--- src/design/xeu_pkg.sv ---
`default_nettype none
// ----------------------------------------------------------------------------
// xeu_pkg
// types, state codes and entity tables shared by the entity unescape stream
// ----------------------------------------------------------------------------
package xeu_pkg;

    localparam int UnitW    = 16;
    localparam int StateW   = 4;
    localparam int MaxBurst = 6;
    localparam int CountW   = 3;

    typedef struct packed {
        logic [UnitW-1:0] code_unit;
        logic             last_of_string;
    } in_item_t;

    typedef struct packed {
        logic [UnitW-1:0] out_unit;
        logic             out_last;
    } out_item_t;

    // results of one input item, entry 0 goes out first
    typedef struct packed {
        out_item_t [MaxBurst-1:0] units;
        logic [CountW-1:0]        count;
        logic [StateW-1:0]        next_state;
    } burst_t;

    // pending prefix codes
    localparam logic [StateW-1:0] StIdle = 4'd0;
    localparam logic [StateW-1:0] StAmp  = 4'd1;
    localparam logic [StateW-1:0] StQ    = 4'd2;
    localparam logic [StateW-1:0] StQu   = 4'd3;
    localparam logic [StateW-1:0] StQuo  = 4'd4;
    localparam logic [StateW-1:0] StQuot = 4'd5;
    localparam logic [StateW-1:0] StA    = 4'd6;
    localparam logic [StateW-1:0] StAp   = 4'd7;
    localparam logic [StateW-1:0] StApo  = 4'd8;
    localparam logic [StateW-1:0] StApos = 4'd9;
    localparam logic [StateW-1:0] StAm   = 4'd10;
    localparam logic [StateW-1:0] StAmp2 = 4'd11;
    localparam logic [StateW-1:0] StL    = 4'd12;
    localparam logic [StateW-1:0] StLt   = 4'd13;
    localparam logic [StateW-1:0] StG    = 4'd14;
    localparam logic [StateW-1:0] StGt   = 4'd15;

    localparam logic [UnitW-1:0] ChAmp   = {8'h00, "&"};
    localparam logic [UnitW-1:0] ChSemi  = {8'h00, ";"};
    localparam logic [UnitW-1:0] ChQuote = {8'h00, "\""};
    localparam logic [UnitW-1:0] ChApos  = {8'h00, "'"};
    localparam logic [UnitW-1:0] ChLt    = {8'h00, "<"};
    localparam logic [UnitW-1:0] ChGt    = {8'h00, ">"};
    localparam logic [UnitW-1:0] ChA     = {8'h00, "a"};
    localparam logic [UnitW-1:0] ChG     = {8'h00, "g"};
    localparam logic [UnitW-1:0] ChL     = {8'h00, "l"};
    localparam logic [UnitW-1:0] ChM     = {8'h00, "m"};
    localparam logic [UnitW-1:0] ChO     = {8'h00, "o"};
    localparam logic [UnitW-1:0] ChP     = {8'h00, "p"};
    localparam logic [UnitW-1:0] ChQ     = {8'h00, "q"};
    localparam logic [UnitW-1:0] ChS     = {8'h00, "s"};
    localparam logic [UnitW-1:0] ChT     = {8'h00, "t"};
    localparam logic [UnitW-1:0] ChU     = {8'h00, "u"};
    localparam logic [UnitW-1:0] ChNone  = '0;

    // number of buffered units of a pending prefix
    function automatic logic [CountW-1:0] prefix_len(input logic [StateW-1:0] st);
        logic [CountW-1:0] len;
        len = 3'd0;
        if (st == StAmp) begin
            len = 3'd1;
        end else if (st inside {StQ, StA, StL, StG}) begin
            len = 3'd2;
        end else if (st inside {StQu, StAp, StAm, StLt, StGt}) begin
            len = 3'd3;
        end else if (st inside {StQuo, StApo, StAmp2}) begin
            len = 3'd4;
        end else if (st inside {StQuot, StApos}) begin
            len = 3'd5;
        end
        return len;
    endfunction

    // buffered unit at a position of a pending prefix
    function automatic logic [UnitW-1:0] prefix_char(input logic [StateW-1:0] st,
                                                     input logic [CountW-1:0] pos);
        logic [UnitW-1:0] ch;
        ch = ChNone;
        case (pos)
            3'd0: begin
                ch = ChAmp;
            end
            3'd1: begin
                if (st inside {[StQ:StQuot]}) ch = ChQ;
                else if (st inside {[StA:StAmp2]}) ch = ChA;
                else if (st inside {StL, StLt}) ch = ChL;
                else if (st inside {StG, StGt}) ch = ChG;
            end
            3'd2: begin
                if (st inside {[StQu:StQuot]}) ch = ChU;
                else if (st inside {[StAp:StApos]}) ch = ChP;
                else if (st inside {StAm, StAmp2}) ch = ChM;
                else if (st inside {StLt, StGt}) ch = ChT;
            end
            3'd3: begin
                if (st inside {StQuo, StQuot, StApo, StApos}) ch = ChO;
                else if (st == StAmp2) ch = ChP;
            end
            3'd4: begin
                if (st == StQuot) ch = ChT;
                else if (st == StApos) ch = ChS;
            end
            default: begin
                ch = ChNone;
            end
        endcase
        return ch;
    endfunction

    // character a complete entity stands for, zero when incomplete
    function automatic logic [UnitW-1:0] decoded_char(input logic [StateW-1:0] st);
        logic [UnitW-1:0] ch;
        case (st)
            StQuot:  ch = ChQuote;
            StApos:  ch = ChApos;
            StAmp2:  ch = ChAmp;
            StLt:    ch = ChLt;
            StGt:    ch = ChGt;
            default: ch = ChNone;
        endcase
        return ch;
    endfunction

    // prefix extended by one unit, idle when no entity continues that way
    function automatic logic [StateW-1:0] next_state(input logic [StateW-1:0] st,
                                                     input logic [UnitW-1:0] c);
        logic [StateW-1:0] nx;
        nx = StIdle;
        case (st)
            StAmp: begin
                if (c == ChQ) nx = StQ;
                else if (c == ChA) nx = StA;
                else if (c == ChL) nx = StL;
                else if (c == ChG) nx = StG;
            end
            StQ:     if (c == ChU) nx = StQu;
            StQu:    if (c == ChO) nx = StQuo;
            StQuo:   if (c == ChT) nx = StQuot;
            StA: begin
                if (c == ChP) nx = StAp;
                else if (c == ChM) nx = StAm;
            end
            StAp:    if (c == ChO) nx = StApo;
            StApo:   if (c == ChS) nx = StApos;
            StAm:    if (c == ChP) nx = StAmp2;
            StL:     if (c == ChT) nx = StLt;
            StG:     if (c == ChT) nx = StGt;
            default: nx = StIdle;
        endcase
        return nx;
    endfunction

endpackage
`default_nettype wire

--- src/design/xeu_decode.sv ---
`default_nettype none
// ----------------------------------------------------------------------------
// xeu_decode
// builds the result burst and next prefix state for one code unit
// ----------------------------------------------------------------------------
module xeu_decode (
    input  wire logic [xeu_pkg::StateW-1:0] state,
    input  wire xeu_pkg::in_item_t          item,
    output xeu_pkg::burst_t                 burst
);
    import xeu_pkg::*;

    logic [UnitW-1:0]  code;
    logic [UnitW-1:0]  dec;
    logic [StateW-1:0] child;
    logic [StateW-1:0] st_a;
    logic [StateW-1:0] st_b;
    logic [StateW-1:0] st_mid;
    logic              single;
    logic [UnitW-1:0]  single_unit;
    logic [CountW-1:0] len_a;
    logic [CountW-1:0] len_b;
    logic [CountW-1:0] cnt;
    logic [CountW-1:0] pos;

    always_comb begin
        code        = item.code_unit;
        dec         = decoded_char(state);
        child       = next_state(state, code);
        st_a        = StIdle;
        st_mid      = StIdle;
        single      = 1'b0;
        single_unit = code;

        if (state != StIdle && code == ChSemi && dec != ChNone) begin
            // complete entity
            single      = 1'b1;
            single_unit = dec;
        end else if (state != StIdle && child != StIdle) begin
            st_mid = child;
        end else begin
            // prefix broken: flush it, then treat the unit as plain text, or as a new prefix if it is '&'
            st_a = state;
            if (code == ChAmp) begin
                st_mid = StAmp;
            end else begin
                single = 1'b1;
            end
        end

        // end of string flushes what is still pending
        if (item.last_of_string) begin
            st_b             = st_mid;
            burst.next_state = StIdle;
        end else begin
            st_b             = StIdle;
            burst.next_state = st_mid;
        end

        len_a = prefix_len(st_a);
        len_b = prefix_len(st_b);
        cnt   = len_a + {2'b00, single} + len_b;
        burst.count = cnt;

        for (int k = 0; k < MaxBurst; k++) begin
            pos = CountW'(k);
            if (pos < len_a) begin
                burst.units[k].out_unit = prefix_char(st_a, pos);
            end else if (single && pos == len_a) begin
                burst.units[k].out_unit = single_unit;
            end else begin
                burst.units[k].out_unit = prefix_char(st_b, pos - len_a - {2'b00, single});
            end
            burst.units[k].out_last = item.last_of_string && (pos == cnt - 3'd1);
        end
    end

endmodule
`default_nettype wire

--- src/design/xml_entity_unescape_stream_unit.sv ---
`default_nettype none
// ----------------------------------------------------------------------------
// xml_entity_unescape_stream_unit
// streaming decoder for the five predefined xml entities
// ----------------------------------------------------------------------------
// usage
//   s_ channel: one utf-16 code unit per transfer, last_of_string marks the
//   final unit of a string. m_ channel: one unescaped code unit per transfer,
//   out_last on the final unit of a string.
//   an input transfer lands in an input register; from there it is decoded
//   into a burst of 0 to 6 results that loads a burst register once it is
//   free; the burst register drains one result per cycle while m_ready is high.
//   throughput: one input transfer per cycle while each item yields at most
//   one result and m_ready is high; an item yielding more results holds the
//   input side until the single drain port of the burst register empties it.
//   a pending prefix (up to "&quot" or "&apos") yields no output until it
//   completes, fails or the string ends.
//   reset clears the prefix state, the input valid flag and the burst count.
//   when the receiver stalls, the burst holds, then the input register fills
//   and s_ready falls; nothing is dropped.
// ----------------------------------------------------------------------------
module xml_entity_unescape_stream_unit (
    input  wire logic                aclk,
    input  wire logic                aresetn,
    input  wire logic                s_valid,
    output logic                     s_ready,
    input  wire xeu_pkg::in_item_t   s_data,
    output logic                     m_valid,
    input  wire logic                m_ready,
    output xeu_pkg::out_item_t       m_data
);
    import xeu_pkg::*;

    // input register
    in_item_t                 in_reg;
    logic                     in_valid_reg;
    logic                     in_valid_next;

    // prefix match state
    logic [StateW-1:0]        state_reg;
    logic [StateW-1:0]        state_next;

    // burst register, entry 0 is the head on the m_ side
    out_item_t [MaxBurst-1:0] burst_reg;
    out_item_t [MaxBurst-1:0] burst_next;
    logic [CountW-1:0]        rem_reg;
    logic [CountW-1:0]        rem_next;

    burst_t                   dec_burst;
    logic                     take;
    logic                     burst_free;
    logic                     in_move;

    xeu_decode u_decode (
        .state (state_reg),
        .item  (in_reg),
        .burst (dec_burst)
    );

    assign m_valid    = (rem_reg != '0);
    assign m_data     = burst_reg[0];
    assign take       = m_valid && m_ready;
    // burst register is free when empty or once its last entry leaves this cycle
    assign burst_free = (rem_reg == '0) || (rem_reg == 3'd1 && m_ready);
    assign in_move    = in_valid_reg && burst_free;
    assign s_ready    = !in_valid_reg || in_move;

    always_comb begin
        in_valid_next = in_valid_reg;
        if (s_valid && s_ready) begin
            in_valid_next = 1'b1;
        end else if (in_move) begin
            in_valid_next = 1'b0;
        end
    end

    always_comb begin
        state_next = state_reg;
        burst_next = burst_reg;
        rem_next   = rem_reg;
        if (in_move) begin
            // fresh burst from the decoder, possibly empty
            state_next = dec_burst.next_state;
            burst_next = dec_burst.units;
            rem_next   = dec_burst.count;
        end else if (take) begin
            // shift toward the head
            for (int k = 0; k < MaxBurst - 1; k++) begin
                burst_next[k] = burst_reg[k+1];
            end
            rem_next = rem_reg - 3'd1;
        end
    end

    always_ff @(posedge aclk) begin
        if (!aresetn) begin
            in_valid_reg <= 1'b0;
            state_reg    <= StIdle;
            rem_reg      <= '0;
        end else begin
            in_valid_reg <= in_valid_next;
            state_reg    <= state_next;
            rem_reg      <= rem_next;
        end
    end

    // payload registers carry no reset
    always_ff @(posedge aclk) begin
        if (s_valid && s_ready) begin
            in_reg <= s_data;
        end
        burst_reg <= burst_next;
    end

    // burst never holds more results than one item can cause
    assert property (@(posedge aclk) disable iff (!aresetn)
        rem_reg <= CountW'(MaxBurst))
        else $error("burst count out of range");

    // end of string always leaves the prefix state idle
    assert property (@(posedge aclk) disable iff (!aresetn)
        in_move && in_reg.last_of_string |=> state_reg == StIdle)
        else $error("prefix pending after end of string");

    // a blocked input item stays put
    assert property (@(posedge aclk) disable iff (!aresetn)
        in_valid_reg && !burst_free |=> in_valid_reg && $stable(in_reg))
        else $error("input register lost while burst busy");

    // an end of string item always produces results with the last flag at the tail; this checks that there are results
    assert property (@(posedge aclk) disable iff (!aresetn)
        in_move && in_reg.last_of_string |=> rem_reg != '0)
        else $error("end of string produced no result");

endmodule
`default_nettype wire
--- config.mk ---
export PLATFORM = sky130hd
export DESIGN_NAME = xml_entity_unescape_stream_unit
export DESIGN_NICKNAME = d
export VERILOG_FILES = /design/src/design/xeu_pkg.sv /design/src/design/xeu_decode.sv /design/src/design/xml_entity_unescape_stream_unit.sv
export SDC_FILE = /design/constraint.sdc
export NUM_CORES = 1
export LEC_CHECK = 0
export BUFFER_PORTS_ARGS = -buffer_cell sky130_fd_sc_hd__buf_2
export CAP_MARGIN = 0
export CORE_ASPECT_RATIO = 1.1
export CORE_MARGIN = 8
export CORE_UTILIZATION = 45
export DETAILED_ROUTE_END_ITERATION = 10
export SYNTH_ARGS = -nofsm -noshare
export SYNTH_HDL_FRONTEND = slang
export SYNTH_HIERARCHICAL = 1
export SYNTH_SLANG_ARGS = --single-unit
--- constraint.sdc ---
create_clock -name aclk -period 5.9 [get_ports aclk]
set_clock_uncertainty 0.1 [all_clocks]
set_input_delay 0 -clock aclk [delete_from_list [all_inputs] [get_ports aclk]]
set_output_delay 0 -clock aclk [all_outputs]
set_load 0.02 [all_outputs]
==> summary.txt <==
Routing
  • Vias: about 8400
  • 1st-pass router iterations: 5
  • DRC errors left: 0
  • Starting DRT DRC Count: 931
  • Routed wire length: between 30000 and 40000 um
  • Vias per inst: between 6 and 7
  • Drt wl/cell: 24.2 um
  • Post-DRT Antenna Nets: 0

Synthesis
  • Post-Synth XOR/XNOR Area: 1.82%
  • Post-synthesis async set-or-reset flop share: 0%
  • Synthesized cell area: 9680 um^2
  • Post-Syn Nets: 1035
  • Adder-cell share of the synthesized area: 2.09%
  • Cell taking the most area after synthesis: edfxtp_1
  • Yosys reg bits: around 130
  • Count leader, synth: edfxtp_1
  • Mux cell area share after synthesis: 11.6%
  • Post-synth EDFFs: 119
  • Synth top cells by count: edfxtp_1, nor2_1, nand2_1, mux2_2, a21oi_1
  • Synth area leaders: edfxtp_1, mux2_2, mux2_4, nor2_1, nand2_1
  • Count of cell types in the netlist: 95
  • Main synth FF type: edfxtp_1
  • Share of the synthesized area in the top cell type: a little under two fifths
  • Simple-gate portion of the synthesized area: 23.1%
  • Area fraction in compound gates after synthesis: between 10% and 20%
  • Seq/Total Area, Yosys: 38.6%
  • Ys Warns: 6
  • Largest family of logic cells by synthesized area: simple AND/OR/NAND/NOR gates
  • Mapped Cells: 999
  • Syn_area_per_cell: 9.69 um^2

Placed design
  • Setup WS pre-CTS: -0.112 ns
  • Placed insts: 1300
  • IO buf count: 39
  • Dpl hpwl: 24400 um
  • GPL Wtd Cong: 1.00

Setup path
  • CP max-delay cell: edfxtp_1
  • Worst setup path class: reg2reg
  • R2R Setup Slk: 0.33 ns
  • Critical Path Source Type: flip-flop
  • CP peak stage delay: 0.70 ns
  • Crit path DAT: 5.62 ns
  • WP data required: 5.95 ns
  • Crit. End Element: flip-flop
  • CP max FO: 16
  • CP Cell Sequence: or2_2 > o32a_1 > o32ai_1 > or3b_1 > or4_1 > or2_2 > nor2_1 > buf_4 > inv_1 > ha_1 > or3_1 > nand2_1 > o311a_1 > a31oi_1 > mux2_2
  • Cell mode on critical path: or2_2

Floorplanning
  • DIE WIDTH: 156 um
  • I/O Pins: 40
  • Core Footprint: 21200 um^2
  • Rows: 56
  • Die area: between 20000 and 30000 um^2
  • Die Ht: 170 um
  • Starting density of the core: a little under half

Power
  • Total power: 0.00361 W
  • Worst vdd ir: 391 uV
  • P_leak: about 4.2 nW
  • Pwr/cell area: about 330 nW/um^2

Cells and area
  • Fillcell total: between 1500 and 2000
  • Number of flip-flops in the largest register: 85
  • Fraction of layout cells with a size suffix above 1: 25.1%
  • Area Overhead vs Synth: 14.0%
  • Ant diodes: 0
  • Core Util, Final: 52.0%
  • Fin cells: 1353
  • Final net count: 1087

STA
  • Peak Freq: 179 MHz
  • Setup violators final: 0
  • Actual slew at the worst max-slew pin: 1.27 ns
  • Final WS setup: between 0.3 and 0.4 ns
  • Period utilization: 94.4%
  • Final Max Slew Viols: 0
  • Fin. Hold Viols: 0
  • Rel. slew slack: 14.1%
  • RSZ-0062 raised after global routing: false
  • Final Critical Period: 5.57 ns

Status
  • Outcome: complete, no violations

Clock network
  • CTS Root Cell: clkbuf_16
  • Clk_lat worst skew: 0.41 ns
  • CTS Buf Count: 17
  • Clock Pin Slew Worst Setup and Hold Paths: 0.06 ns
  • TritonCTS clock tree: built
  • CTS sink cnt: ~130
  • Clk buf depth: 2
  • # H-tree levels: 4

Global route
  • Initial antenna violation count: 0
  • All-Layer GR Usage: 25.0%
  • Vias in the first global route: between 8000 and 9000
  • Largest net degree at the start of global routing: 85
  • Grt ovf: 0
  • First-pass GRT wire length: between 50000 and 60000 um

Hold path
  • Worst hold path class: in2reg

Run
  • Max Cap Viol: 0
-- cell families (layout without fill, tap and decap cells) --
group | count (synthesis) | count (layout)
XOR/XNOR | 18 | 18
buffers and inverters | 113 | 177
flip-flops | 127 | 127
AO/OA/AOI/OAI | 230 | 230
AND/OR/NAND/NOR | 406 | 406
multiplexers | 90 | 90
adder cells (fa/ha/maj) | 15 | 15
-- where the power goes --
group	switching (W)	internal [W]	total [W]
sequential	0.000122	0.00148	0.00160
combinational	0.000549	0.000439	0.000988
clock	0.000404	0.000619	0.00102
total	0.00108	0.00254	0.00361
-- stage by stage --
| step | area (um^2) | hold WS [ns] | setup TNS, ns |
|---|---|---|---|
| after floorplan | 9680 | -0.00113 | 0 |
| after global placement | 10200 | 0.0773 | -0.0885 |
| after detailed placement | 10200 | 0.0781 | -0.112 |
| after CTS | 11000 | 0.180 | 0 |
| after global routing | 11000 | 0.182 | 0 |
| final | 11000 | 0.200 | 0 |
-- worst max-delay path: cells and delay by family, from the launching register on --
kind            cells  cell delay [ns]
compound gates      4             0.83
fa+ha+maj           1             0.23
buf+inv             2             0.27
flops               1             0.70
mux                 1             0.28
simple gates        7             2.90
-- area by class of cell --
cell class / count / area (um^2) / area share (%)
multi-input cells: 759 / 5390 / 48.9
flip-flops and latches: 127 / 3730 / 33.8
repair buffers: 122 / 886 / 8.03
clock buffers: 17 / 425 / 3.85
well taps: 290 / 363 / 3.29
clock inverters: 14 / 144 / 1.30
inverters: 24 / 91.3 / 0.828
-- cell usage in the layout (no fill, tap or decap), drive strengths merged, types with 28 or more instances in the layout --
cell type  instances
a21oi             50
buf              100
nand2             69
o21ai             41
and3              33
edfxtp           119
mux2              87
nor2              89
and2              36
nor3              28
nand3             35
-- routing by layer --
| layer | vias up | GRT usage [%] | routed length [um] |
|---|---|---|---|
| met5 | - | 0 | 0 |
| met4 | 0 | 10.9 | 1350 |
| met3 | 83 | 4.92 | 2340 |
| met2 | 407 | 40.2 | 15100 |
| met1 | 4042 | 32.2 | 14000 |
| li1 | 3880 | - | - |
-- path summary, 6_finish.rpt --
kind,cells past startpoint,end,start
hold / removal,2,in_reg[15],s_data[15]
setup reg to reg,15,burst_reg[24],in_reg[1]
hold reg to reg,1,burst_reg[37],burst_reg[54]
setup / recovery,15,burst_reg[24],in_reg[1]
-- repair_timing --
item,in CTS,in global routing
pin swaps,0,0
resized for setup,1,2
buffers inserted,0,0
hold buffers,22,0
endpoints found under the setup margin,1,6
hold endpoints to repair,25,0
cloned,0,0
No activity file was read; power rests on OpenSTA's default activity.
